File: config.mk
export PLATFORM = sky130hd
export DESIGN_NAME = softmax_vector
export DESIGN_NICKNAME = d
export VERILOG_FILES = /design/src/design/smx_pkg.sv /design/src/design/smx_exp.sv /design/src/design/smx_div.sv /design/src/design/smx_dp.sv /design/src/design/smx_ctrl.sv /design/src/design/softmax_vector.sv
export SDC_FILE = /design/constraint.sdc
export NUM_CORES = 2
export LEC_CHECK = 0
export BUFFER_PORTS_ARGS = -buffer_cell sky130_fd_sc_hd__buf_2
export CELL_PAD_IN_SITES_DETAIL_PLACEMENT = 0
export CELL_PAD_IN_SITES_GLOBAL_PLACEMENT = 1
export CORE_UTILIZATION = 55
export CTS_CLUSTER_SIZE = 16
export DETAILED_ROUTE_END_ITERATION = 12
export PLACE_DENSITY_LB_ADDON = 0.1
export REMOVE_ABC_BUFFERS = 1
export SLEW_MARGIN = 20
export SYNTH_ARGS = -nofsm -noshare
export SYNTH_HDL_FRONTEND = slang
export SYNTH_SLANG_ARGS = --single-unit
File: constraint.sdc
create_clock -name clock -period 26.3 [get_ports clock]
set_clock_uncertainty 0.2 [all_clocks]
set_input_delay 2.63 -clock clock [delete_from_list [all_inputs] [get_ports clock]]
set_output_delay 2.63 -clock clock [all_outputs]
set_load 0.02 [all_outputs]
File: src/design/smx_pkg.sv
// Shared types, constants and a function for the softmax block.
`default_nettype none
package smx_pkg;
   localparam int MaxLen = 64;
   localparam int AddrW = 6;
   localparam int CntW = 7;
   localparam int SumW = 24;
   localparam logic [16:0] Log2eQ16 = 17'd94548;

   typedef struct packed {
      logic clear;      // clear count, max, sum and overflow flag
      logic load;       // store req element
      logic exp_start;  // launch exp pipe at rd index
      logic acc;        // add exp result into sum
      logic div_start;  // start divider with exp result
      logic idx_clr;
      logic idx_inc;
   } smx_cmd_type;

   typedef struct packed {
      logic [CntW-1:0] count;
      logic [CntW-1:0] idx;
      logic exp_done;
      logic div_done;
   } smx_sts_type;

   function automatic logic [16:0] pow2_neg(input logic [4:0] i);
      logic [16:0] v;
      begin
         case (i)
            5'd0: v = 17'd65536;  5'd1: v = 17'd62757;  5'd2: v = 17'd60097;
            5'd3: v = 17'd57549;  5'd4: v = 17'd55109;  5'd5: v = 17'd52773;
            5'd6: v = 17'd50535;  5'd7: v = 17'd48393;  5'd8: v = 17'd46341;
            5'd9: v = 17'd44376;  5'd10: v = 17'd42495; 5'd11: v = 17'd40693;
            5'd12: v = 17'd38968; 5'd13: v = 17'd37316; 5'd14: v = 17'd35734;
            5'd15: v = 17'd34219; 5'd16: v = 17'd32768;
            default: v = 17'd32768;
         endcase
         return v;
      end
   endfunction
endpackage
`default_nettype wire

File: src/design/smx_exp.sv
// Three-stage exp(-n/256) unit, Q1.16 result.
`default_nettype none
module smx_exp (
   input  wire         clock,
   input  wire         start,
   input  wire  [15:0] n,
   output logic        done,
   output logic [16:0] e
);
   import smx_pkg::*;
   logic [2:0]  vld_ff, vld_in;
   logic [33:0] y_ff, y_in;
   logic [16:0] hi_ff, hi_in, dl_ff, dl_in, hi2_ff, hi2_in;
   logic [11:0] r_ff, r_in;
   logic [17:0] k_ff, k_in, k2_ff, k2_in;
   logic [28:0] prod_ff, prod_in;
   logic [25:0] yy;
   logic [16:0] lo, m;

   always_comb begin
      vld_in  = {vld_ff[1:0], start};
      y_in    = {1'b0, n} * Log2eQ16 + 34'd128;
      yy      = y_ff[33:8];
      hi_in   = pow2_neg({1'b0, yy[15:12]});
      lo      = pow2_neg({1'b0, yy[15:12]} + 5'd1);
      dl_in   = hi_in - lo;
      r_in    = yy[11:0];
      k_in    = {8'd0, yy[25:16]};
      prod_in = dl_ff * r_ff + 29'd2048;
      k2_in   = k_ff;
      // hi_ff pairs with prod_ff one stage late: hold a copy
      hi2_in  = hi_ff;
      m       = hi2_ff - prod_ff[28:12];
      done    = vld_ff[2];
      e       = (k2_ff >= 18'd17) ? 17'd0 : (m >> k2_ff[4:0]);
   end

   always_ff @(posedge clock) begin
      vld_ff <= vld_in;
      y_ff   <= y_in;
      hi_ff  <= hi_in;
      dl_ff  <= dl_in;
      r_ff   <= r_in;
      k_ff   <= k_in;
      prod_ff <= prod_in;
      k2_ff  <= k2_in;
      hi2_ff <= hi2_in;
   end
endmodule
`default_nettype wire

File: src/design/smx_div.sv
// Restoring divider, one quotient bit per cycle, rounded and saturated.
`default_nettype none
module smx_div (
   input  wire         clock,
   input  wire         reset,
   input  wire         start,
   input  wire  [16:0] e,
   input  wire  [23:0] sum,
   output logic        done,
   output logic [15:0] q
);
   import smx_pkg::*;
   logic [5:0]  cnt_ff, cnt_in;
   logic        busy_ff, busy_in, done_ff, done_in;
   logic [32:0] num_ff, num_in;  // shifting dividend
   logic [24:0] rem_ff, rem_in;
   logic [23:0] d_ff, d_in;
   logic [32:0] quo_ff, quo_in;
   logic [25:0] trial;

   always_comb begin
      cnt_in = cnt_ff; busy_in = busy_ff; done_in = 1'b0;
      num_in = num_ff; rem_in = rem_ff; d_in = d_ff; quo_in = quo_ff;
      trial = '0;
      if (start) begin
         // e * 65536 plus half the divisor for rounding
         num_in  = {e, 16'd0} + {10'd0, sum[23:1]};
         rem_in  = '0; d_in = sum; quo_in = '0;
         cnt_in  = 6'd33; busy_in = 1'b1;
      end else if (busy_ff) begin
         trial  = {rem_ff, num_ff[32]} - {2'b0, d_ff};
         num_in = {num_ff[31:0], 1'b0};
         if (!trial[25]) begin
            rem_in = trial[24:0]; quo_in = {quo_ff[31:0], 1'b1};
         end else begin
            rem_in = {rem_ff[23:0], num_ff[32]}; quo_in = {quo_ff[31:0], 1'b0};
         end
         cnt_in = cnt_ff - 6'd1;
         if (cnt_ff == 6'd1) begin
            busy_in = 1'b0; done_in = 1'b1;
         end
      end
      done = done_ff;
      q = (d_ff == 24'd0) ? 16'd0 : ((|quo_ff[32:16]) ? 16'hFFFF : quo_ff[15:0]);
   end

   always_ff @(posedge clock) begin
      if (reset) begin
         busy_ff <= 1'b0; done_ff <= 1'b0; cnt_ff <= '0;
      end else begin
         busy_ff <= busy_in; done_ff <= done_in; cnt_ff <= cnt_in;
      end
      num_ff <= num_in; rem_ff <= rem_in; d_ff <= d_in; quo_ff <= quo_in;
   end
endmodule
`default_nettype wire

File: src/design/smx_dp.sv
// Datapath: element store, running max, exp unit, sum and divider.
`default_nettype none
module smx_dp (
   input  wire                        clock,
   input  wire                        reset,
   input  wire  smx_pkg::smx_cmd_type cmd,
   output smx_pkg::smx_sts_type       sts,
   input  wire  [15:0]                req_value,
   output logic [15:0]                probability,
   output logic                       trunc
);
   import smx_pkg::*;
   logic [15:0] mem [MaxLen];
   logic [15:0] rd_ff;
   logic [CntW-1:0] cnt_ff, cnt_in, idx_ff, idx_in;
   logic signed [15:0] max_ff, max_in;
   logic [SumW-1:0] sum_ff, sum_in;
   logic ovf_ff, ovf_in;
   logic [15:0] n;
   logic [16:0] e;
   logic exp_done, div_done;
   logic full;

   assign full = (cnt_ff == CntW'(MaxLen));
   assign n = 16'(max_ff - $signed(rd_ff));

   smx_exp u_exp (.clock(clock), .start(cmd.exp_start), .n(n), .done(exp_done), .e(e));
   smx_div u_div (.clock(clock), .reset(reset), .start(cmd.div_start), .e(e),
                  .sum(sum_ff), .done(div_done), .q(probability));

   always_comb begin
      cnt_in = cnt_ff; max_in = max_ff; sum_in = sum_ff; ovf_in = ovf_ff; idx_in = idx_ff;
      if (cmd.load) begin
         if (full) ovf_in = 1'b1;
         else begin
            cnt_in = cnt_ff + 1'b1;
            if ($signed(req_value) > max_ff) max_in = $signed(req_value);
         end
      end
      if (cmd.acc) sum_in = sum_ff + SumW'(e);
      if (cmd.idx_clr) idx_in = '0;
      else if (cmd.idx_inc) idx_in = idx_ff + 1'b1;
      if (cmd.clear) begin
         cnt_in = '0; max_in = 16'sh8000; sum_in = '0; ovf_in = 1'b0;
      end
      sts.count = cnt_ff; sts.idx = idx_ff;
      sts.exp_done = exp_done; sts.div_done = div_done;
      trunc = ovf_ff;
   end

   always_ff @(posedge clock) begin
      if (cmd.load && !full) mem[cnt_ff[AddrW-1:0]] <= req_value;
      rd_ff <= mem[idx_in[AddrW-1:0]];
   end

   always_ff @(posedge clock) begin
      if (reset) begin
         cnt_ff <= '0; max_ff <= 16'sh8000; sum_ff <= '0; ovf_ff <= 1'b0; idx_ff <= '0;
      end else begin
         cnt_ff <= cnt_in; max_ff <= max_in; sum_ff <= sum_in; ovf_ff <= ovf_in;
         idx_ff <= idx_in;
      end
   end
endmodule
`default_nettype wire

File: src/design/smx_ctrl.sv
// Controller: load, exp-sum pass, divide pass, output handshake.
`default_nettype none
module smx_ctrl (
   input  wire                        clock,
   input  wire                        reset,
   input  wire                        req_tvalid,
   output logic                       req_tready,
   input  wire                        req_last,
   output logic                       rsp_tvalid,
   input  wire                        rsp_tready,
   output logic                       rsp_last,
   output smx_pkg::smx_cmd_type       cmd,
   input  wire  smx_pkg::smx_sts_type sts
);
   import smx_pkg::*;
   typedef enum logic [6:0] {
      S_LOAD  = 7'b0000001, S_SUMRD = 7'b0000010, S_SUMX = 7'b0000100,
      S_SUMW  = 7'b0001000, S_DIVRD = 7'b0010000, S_DIVX = 7'b0100000,
      S_OUT   = 7'b1000000
   } state_type;
   state_type st_ff, st_in;
   logic vld_ff, vld_in, lst_ff, lst_in;

   always_comb begin
      st_in = st_ff; vld_in = vld_ff; lst_in = lst_ff;
      cmd = '0;
      req_tready = (st_ff == S_LOAD);
      if (vld_ff && rsp_tready) vld_in = 1'b0;
      unique case (st_ff)
         S_LOAD: if (req_tvalid) begin
            cmd.load = 1'b1;
            if (req_last) begin st_in = S_SUMRD; cmd.idx_clr = 1'b1; end
         end
         S_SUMRD: begin   // read data valid next cycle
            if (sts.idx == sts.count) begin
               st_in = S_DIVRD; cmd.idx_clr = 1'b1;
            end else st_in = S_SUMX;
         end
         S_SUMX: begin cmd.exp_start = 1'b1; st_in = S_SUMW; end
         S_SUMW: if (sts.exp_done) begin
            cmd.acc = 1'b1; cmd.idx_inc = 1'b1; st_in = S_SUMRD;
         end
         S_DIVRD: begin
            if (sts.idx == sts.count) begin
               st_in = S_LOAD; cmd.clear = 1'b1; cmd.idx_clr = 1'b1;
            end else if (!vld_ff || rsp_tready) begin
               cmd.exp_start = 1'b1; st_in = S_DIVX;
            end
         end
         S_DIVX: if (sts.exp_done) begin cmd.div_start = 1'b1; st_in = S_OUT; end
         S_OUT: if (sts.div_done) begin
            vld_in = 1'b1; lst_in = (sts.idx + 1'b1 == sts.count);
            cmd.idx_inc = 1'b1; st_in = S_DIVRD;
         end
         default: st_in = S_LOAD;
      endcase
      rsp_tvalid = vld_ff; rsp_last = lst_ff;
   end

   always_ff @(posedge clock) begin
      if (reset) begin
         st_ff <= S_LOAD; vld_ff <= 1'b0; lst_ff <= 1'b0;
      end else begin
         st_ff <= st_in; vld_ff <= vld_in; lst_ff <= lst_in;
      end
   end

   a_nodiv_while_pending: assert property (@(posedge clock) disable iff (reset)
      (sts.div_done |-> (!vld_ff || rsp_tready))) else $error("result overwritten");
   a_ready_load: assert property (@(posedge clock) disable iff (reset)
      (req_tready |-> st_ff == S_LOAD)) else $error("ready outside load");
   a_idx_bound: assert property (@(posedge clock) disable iff (reset)
      (sts.idx <= sts.count)) else $error("index past count");
endmodule
`default_nettype wire

File: src/design/softmax_vector.sv
// Top level of the streaming softmax block.
// Elements load at one per cycle into a 64-entry store while the maximum is
// tracked; the element with tlast closes the vector. Then an exp-sum pass
// reads each element from the store into the 3-stage exp unit and sums the
// results; a divide pass reruns the exp unit and the 33-step serial divider
// per element, waiting while the output is stalled; new input is held off
// until the divide pass ends; the final result may still be waiting then.
`default_nettype none
module softmax_vector (
   input  wire         clock,
   input  wire         reset,
   input  wire         req_tvalid,
   output logic        req_tready,
   input  wire  [15:0] req_tdata,   // value
   input  wire         req_tlast,
   output logic        rsp_tvalid,
   input  wire         rsp_tready,
   output logic [15:0] rsp_tdata,   // probability
   output logic        rsp_tlast,
   output logic        rsp_tuser    // truncated
);
   import smx_pkg::*;
   smx_cmd_type cmd;
   smx_sts_type sts;
   logic [15:0] prob;
   logic trunc;
   logic [15:0] data_ff;
   logic usr_ff;

   smx_ctrl u_ctrl (.clock(clock), .reset(reset), .req_tvalid(req_tvalid),
      .req_tready(req_tready), .req_last(req_tlast), .rsp_tvalid(rsp_tvalid),
      .rsp_tready(rsp_tready), .rsp_last(rsp_tlast), .cmd(cmd), .sts(sts));
   smx_dp u_dp (.clock(clock), .reset(reset), .cmd(cmd), .sts(sts),
      .req_value(req_tdata), .probability(prob), .trunc(trunc));

   always_ff @(posedge clock) begin
      if (sts.div_done) begin
         data_ff <= prob; usr_ff <= trunc;
      end
   end
   assign rsp_tdata = data_ff;
   assign rsp_tuser = usr_ff;
endmodule
`default_nettype wire

# Word level (Yosys, flattened, before mapping)
# Memories as Yosys holds them, arrays and structs flattened. A register that Yosys moved wholly into a read port is not among the register bits.
# Index checks and enable logic that the tools add are counted.
# op_classes
n_bitwise	2
addsub	12
shifts	1
multipliers	2
n_mux	43
eq_ne	17
reduce_logical	18
magnitude_cmp	2
# op_table
op	count
two-way mux 33 bit	2
two-way mux 7 bit	7
one-hot mux 7 bit (7 select lines)	1
adder 33 x 8 -> 34 bit, second input constant	1
subtractor 17 bit	2
adder 33 x 23 -> 33 bit	1
multiplier 16 x 15 -> 31 bit, second input constant	1
adder 29 x 12 -> 29 bit, second input constant	1
multiplier 17 x 12 -> 29 bit	1
subtractor 26 x 24 -> 26 bit	1
two-way mux 25 bit	1
adder 24 x 17 -> 24 bit	1
logical NOT 24 bit	1
two-way mux 6 bit	4
two-way mux 1 bit	22
two-way mux 17 bit	1
OR reduction 17 bit	1
>> shifter 17 x 5 -> 17 bit	1
greater-than comparator 16 bit	1
two-way mux 16 bit	1
subtractor 16 bit	1
adder 7 x 1 -> 7 bit, second input constant	2
equality test 7 bit	2
equality test 7 bit, second input constant	2
other kinds (25)	38
# word_totals
in_bits	21
romBits	816
ram_bits	1024
output_inout_bits	20
n_memories	3
ff_bits	353
word_cells	128
# memory_table
memory	words	word_bits	read_ports	rd_ports_with_merged_regs	wr	line	source
u_dp.mem	64	16	1	1	1	smx_dp.sv:13	logic [15:0] mem [MaxLen];
(no name shown)	32	17	1	0	0	smx_pkg.sv:30	case (i)
(no name shown)	16	17	1	1	0	smx_pkg.sv:30	

# Depth between registers and ports, before layout
# depth
word_depth	5
mapped_depth	40
depth_no_buf	39

# Hierarchy
# Synthesis repeated with hierarchy kept, for this count alone.
# hier_totals
hier_cells	6245
area_unflattened_um2	73843.3
# by_module_without_submodules
module	cells_each	area_each_um2	seq_area_each_um2	instances
smx_dp	3474	47799.6	32170.9	1
smx_exp	1991	18103.6	2922.8	1
smx_div	658	6583.8	3032.9	1
smx_ctrl	105	845.8	180.2	1
softmax_vector	17	510.5	510.5	1

# Worst setup path after synthesis
# OpenSTA, ideal clock, no wires.
# synth_path
kind	register to register
startpoint	register u_dp.max_ff[0]
endpoint	register u_dp.u_exp.hi_in[2] (netlist name)
required_ns	25.979
stages_incl_launch_ff	40
slack_ns	16.989
period_less_slack_ns	9.311
arrival_time_ns	8.990
path_buffers	2
setup_ns	0.121
path_cell_list	dfxtp_1 inv_1 ha_1 inv_1 fa_1 a21o_1 a21oi_1 o21ai_0 a21oi_1 o21bai_1 a21oi_1 o21bai_1 a2111o_1 a31oi_1 o21ai_0 xor2_1 ha_1 ha_1 [... 4 more ...] fa_1 inv_1 fa_1 inv_1 ha_1 and3_1 a31o_2 a21oi_1 buf_2 nor4b_1 o31ai_1 a21oi_1 xor2_1 clkbuf_1 ha_1 nand2_1 a21boi_1 mux2_2
# synth_via
elab_chain_len	3
# synth_lines
item	line	source
start: declaration	smx_dp.sv:16	logic signed [15:0] max_ff, max_in;
start signal: assignment	smx_dp.sv:60	cnt_ff <= cnt_in; max_ff <= max_in; sum_ff <= sum_in; ovf_ff <= ovf_in;
subtractor 16 bit	smx_dp.sv:25	assign n = 16'(max_ff - $signed(rd_ff));
multiplier 16 x 15 -> 31 bit	smx_exp.sv:22	y_in = {1'b0, n} * Log2eQ16 + 34'd128;
adder 33 x 8 -> 34 bit	smx_exp.sv:22	
# No other way between the ends.
# A chain may end at the register's enable or synchronous reset.

# Worst setup path after layout
# layout_path
startpoint	register u_dp.max_ff[0]
endpoint	register u_dp.u_exp.hi_in[9] (netlist name)
# layout_via
elab_chain_len	3
# layout_lines
item	line	source
subtractor 16 bit	smx_dp.sv:25	
multiplier 16 x 15 -> 31 bit	smx_exp.sv:22	
adder 33 x 8 -> 34 bit	smx_exp.sv:22	
via u_dp.u_exp.y_in[21]	smx_exp.sv:12	logic [33:0] y_ff, y_in;
# The timed path passes the listed nets, and every way through them passes these cells.

==> run summary <==
Placeable Area: 123000 um2
Arr. time, crit path: 11.32 ns
Post-cts sizing count: 0
Top-level port count: 41
Routability-driven placement congestion ratio: 0.863
Multi-input logic area: 26900 um2
Layout cells sized above 1: 7.69%
WS Path Type: reg2reg
CTS tree: done
Crit-path max FO: 12
Input/output buffers: 40
Drt first pass iters: 6
Reg area: 38800 um2
Global-route wire length before repair: 264 mm
GRT Total Usage: 27.6%
Worst hold path class: reg2reg
Post-CTS Setup Bufs: 0
Yosys reg bits: 1390
CP endpoint kind: flip-flop
Htree depth: 4
WL/cell: 23.1 um
Cells after Synth: 5778
Initial antenna violation count: 7
Synth top area share: 48.2%
Total Wirelength: 174 mm
Library cells used by synthesis: 85
Stages on worst setup path: 38
Sink Count: 1390
Hold path depth: 0
TritonCTS Buffers: 144
Top post-synthesis cells by area: edfxtp_1, dfxtp_1, fa_1
DP Wirelength: 108 mm
Most instantiated cells after synthesis: edfxtp_1, nand2_1, inv_1
Tcrit/Tclk final: 41.4%
Max incr delay on CP: 0.73 ns
Synth Warn #: 0
ANT nets after route: 0
Die W: 355 um
Final TNS setup: 0 ns
Ys flop type: edfxtp_1
Worst Setup Start Kind: flip-flop
WP data required: 26.73 ns
Worst Tran Pin Value: 1.10 ns
Total congestion overflow: 0
Layout Nets: 6361
Final Hold Vio Count: 0
Max Buffers Root-to-Sink: 3
Die height: 355 um
Vias/cell: 6.01
Max-Cap Viols: 0
Max-Slew Margin vs Limit: 26.1%
Slew Limit Fails: 0
Tmin final: 10.89 ns
EDFF count, synth: 1098
Most common cell in the synthesized netlist: edfxtp_1
Starting density of the core: 55.8%
Placed cell areas: 70500 um2
Fin cells: 7533
Final Cell Area: 75200 um2
Post-synth top area cell: edfxtp_1
Vias in the first global route: 44327
Clock latency at the later pin of the worst-skew pair: 0.78 ns
CTS Hold Bufs: 0
Async set-reset flop share out of synthesis: 0%
Setup violators final: 0
Status: complete, no violations
Fillcell total: 9800
R2R cell count: 38
Root Buffer: clkbuf_16
Post-Syn Area: 68400 um2
Syn Area/Cell: 11.8 um2
Max Freq: 91.8 MHz
Buffers and inverters on the worst path: 8
Slowest cell on crit path: xor2_1
Cell row count: 128
Post-Place Cells: 7270
CP top delay family: compound AO/OA/AOI/OAI gates
DIE AREA: 126000 um2
RSZ-0062 raised after global routing: no
Number of remaining DRC errors: 0
Most used cell, CP: inv_1
Largest net degree at the start of global routing: 123
Sequential-to-total area share from yosys stat: 56.8%
Area growth, synth to finish: 9.95%
Clock Pin Slew Worst Setup and Hold Paths: 0.06 ns
Initial DRC count: 4319
Via count: 45309
==> final timing paths <==
check                      startpoint             endpoint  slack (ns)
hold reg to reg   u_dp.u_exp.k2_in[7]  u_dp.u_exp.k2_ff[7]        0.12
setup reg to reg       u_dp.max_ff[0]  u_dp.u_exp.hi_in[9]       15.41
hold / removal    u_dp.u_exp.k2_in[7]  u_dp.u_exp.k2_ff[7]        0.12
setup / recovery       u_dp.max_ff[0]  u_dp.u_exp.hi_in[9]       15.41
==> cell usage in the layout (no fill, tap or decap), types with 25 or more instances in the layout <==
cell type	netlist	final
fa_1	222	222
a311oi_1	196	196
mux2i_1	107	107
clkbuf_16	0	145
xor2_1	78	78
nand2_1	904	900
o21ai_0	112	112
clkinv_1	1	25
nor2b_1	29	29
clkbuf_1	254	41
buf_2	19	40
inv_1	411	410
nor2_1	327	319
o221ai_1	67	67
ha_1	327	327
a21oi_1	189	188
o21a_1	42	42
nor3_1	66	66
a21o_1	39	38
dfxtp_1	292	291
o22ai_1	196	196
a31oi_1	81	80
and3_1	29	29
buf_4	0	129
mux2_2	26	26
nor4_1	88	88
nand3_1	60	59
edfxtp_1	1098	1098
a211oi_1	28	27
xnor2_1	122	122
and2_1	81	81
==> cell families (layout without fill, tap and decap cells) <==
family | Yosys count | count (layout) | share of synthesized area, %
AND/OR/NAND/NOR | 1707 | 1707 | 11.1
flip-flops | 1390 | 1390 | 56.8
AO/OA/AOI/OAI | 1074 | 1074 | 10.9
buffers and inverters | 718 | 846 | 3.98
adder cells (fa/ha/maj) | 549 | 549 | 12.5
XOR/XNOR | 203 | 203 | 2.63
multiplexers | 137 | 137 | 2.13
other | 0 | 2 | 0
==> per-layer routing <==
metal | vias to the layer above | routed length [um] | track usage [%]
met5 | - | 0 | 0
met4 | 0 | 5280 | 9.27
met3 | 276 | 12000 | 4.13
met2 | 1659 | 82400 | 44.7
met1 | 22374 | 74200 | 38.1
li1 | 21000 | - | -
==> cell type report <==
| type | count | area share (%) |
|---|---|---|
| Clock inverter | 70 | 1.02 |
| Antenna cell | 2 | 0.00666 |
| Tap cell | 1625 | 2.71 |
| Clock buffer | 191 | 5.12 |
| Inverter | 415 | 2.07 |
| Sequential cell | 1390 | 51.7 |
| Timing Repair Buffer | 170 | 1.58 |
| Multi-Input combinational cell | 3670 | 35.8 |
==> through the flow <==
stage | setup slack, ns | hold WS (ns) | utilization (%)
after floorplan | 3.70 | 0.110 | -
after global placement | 15.73 | 0.110 | 57.6
after detailed placement | 15.60 | 0.112 | 57.6
after CTS | 15.53 | 0.122 | 61.3
after global routing | 14.81 | 0.131 | 61.3
final | 15.41 | 0.119 | 61.3
==> worst reg2reg max path, delay by kind of cell, from the launching register on <==
family                     cells  cell delay (ns)
AOI/OAI and AO/OA             16             4.01
xor gates and xnor gates       2             1.22
adders and majority gates     10             3.88
buffers and inverters          8             0.75
DFF                            1             0.32
and+or+nand+nor                2             0.38
==> sequential cells by signal, summed over array words and instances (netlist names), 24 cells and up <==
register           cells
u_dp.u_div.num_ff     33
u_dp.u_div.quo_ff     33
u_dp.u_div.d_ff       24
u_dp.mem            1024
u_dp.sum_ff           24
u_dp.u_div.rem_ff     25
u_dp.u_exp.y_ff       26
Power is not shown: default switching activity piles up to over one toggle a cycle in this logic, so the estimate is an artifact.
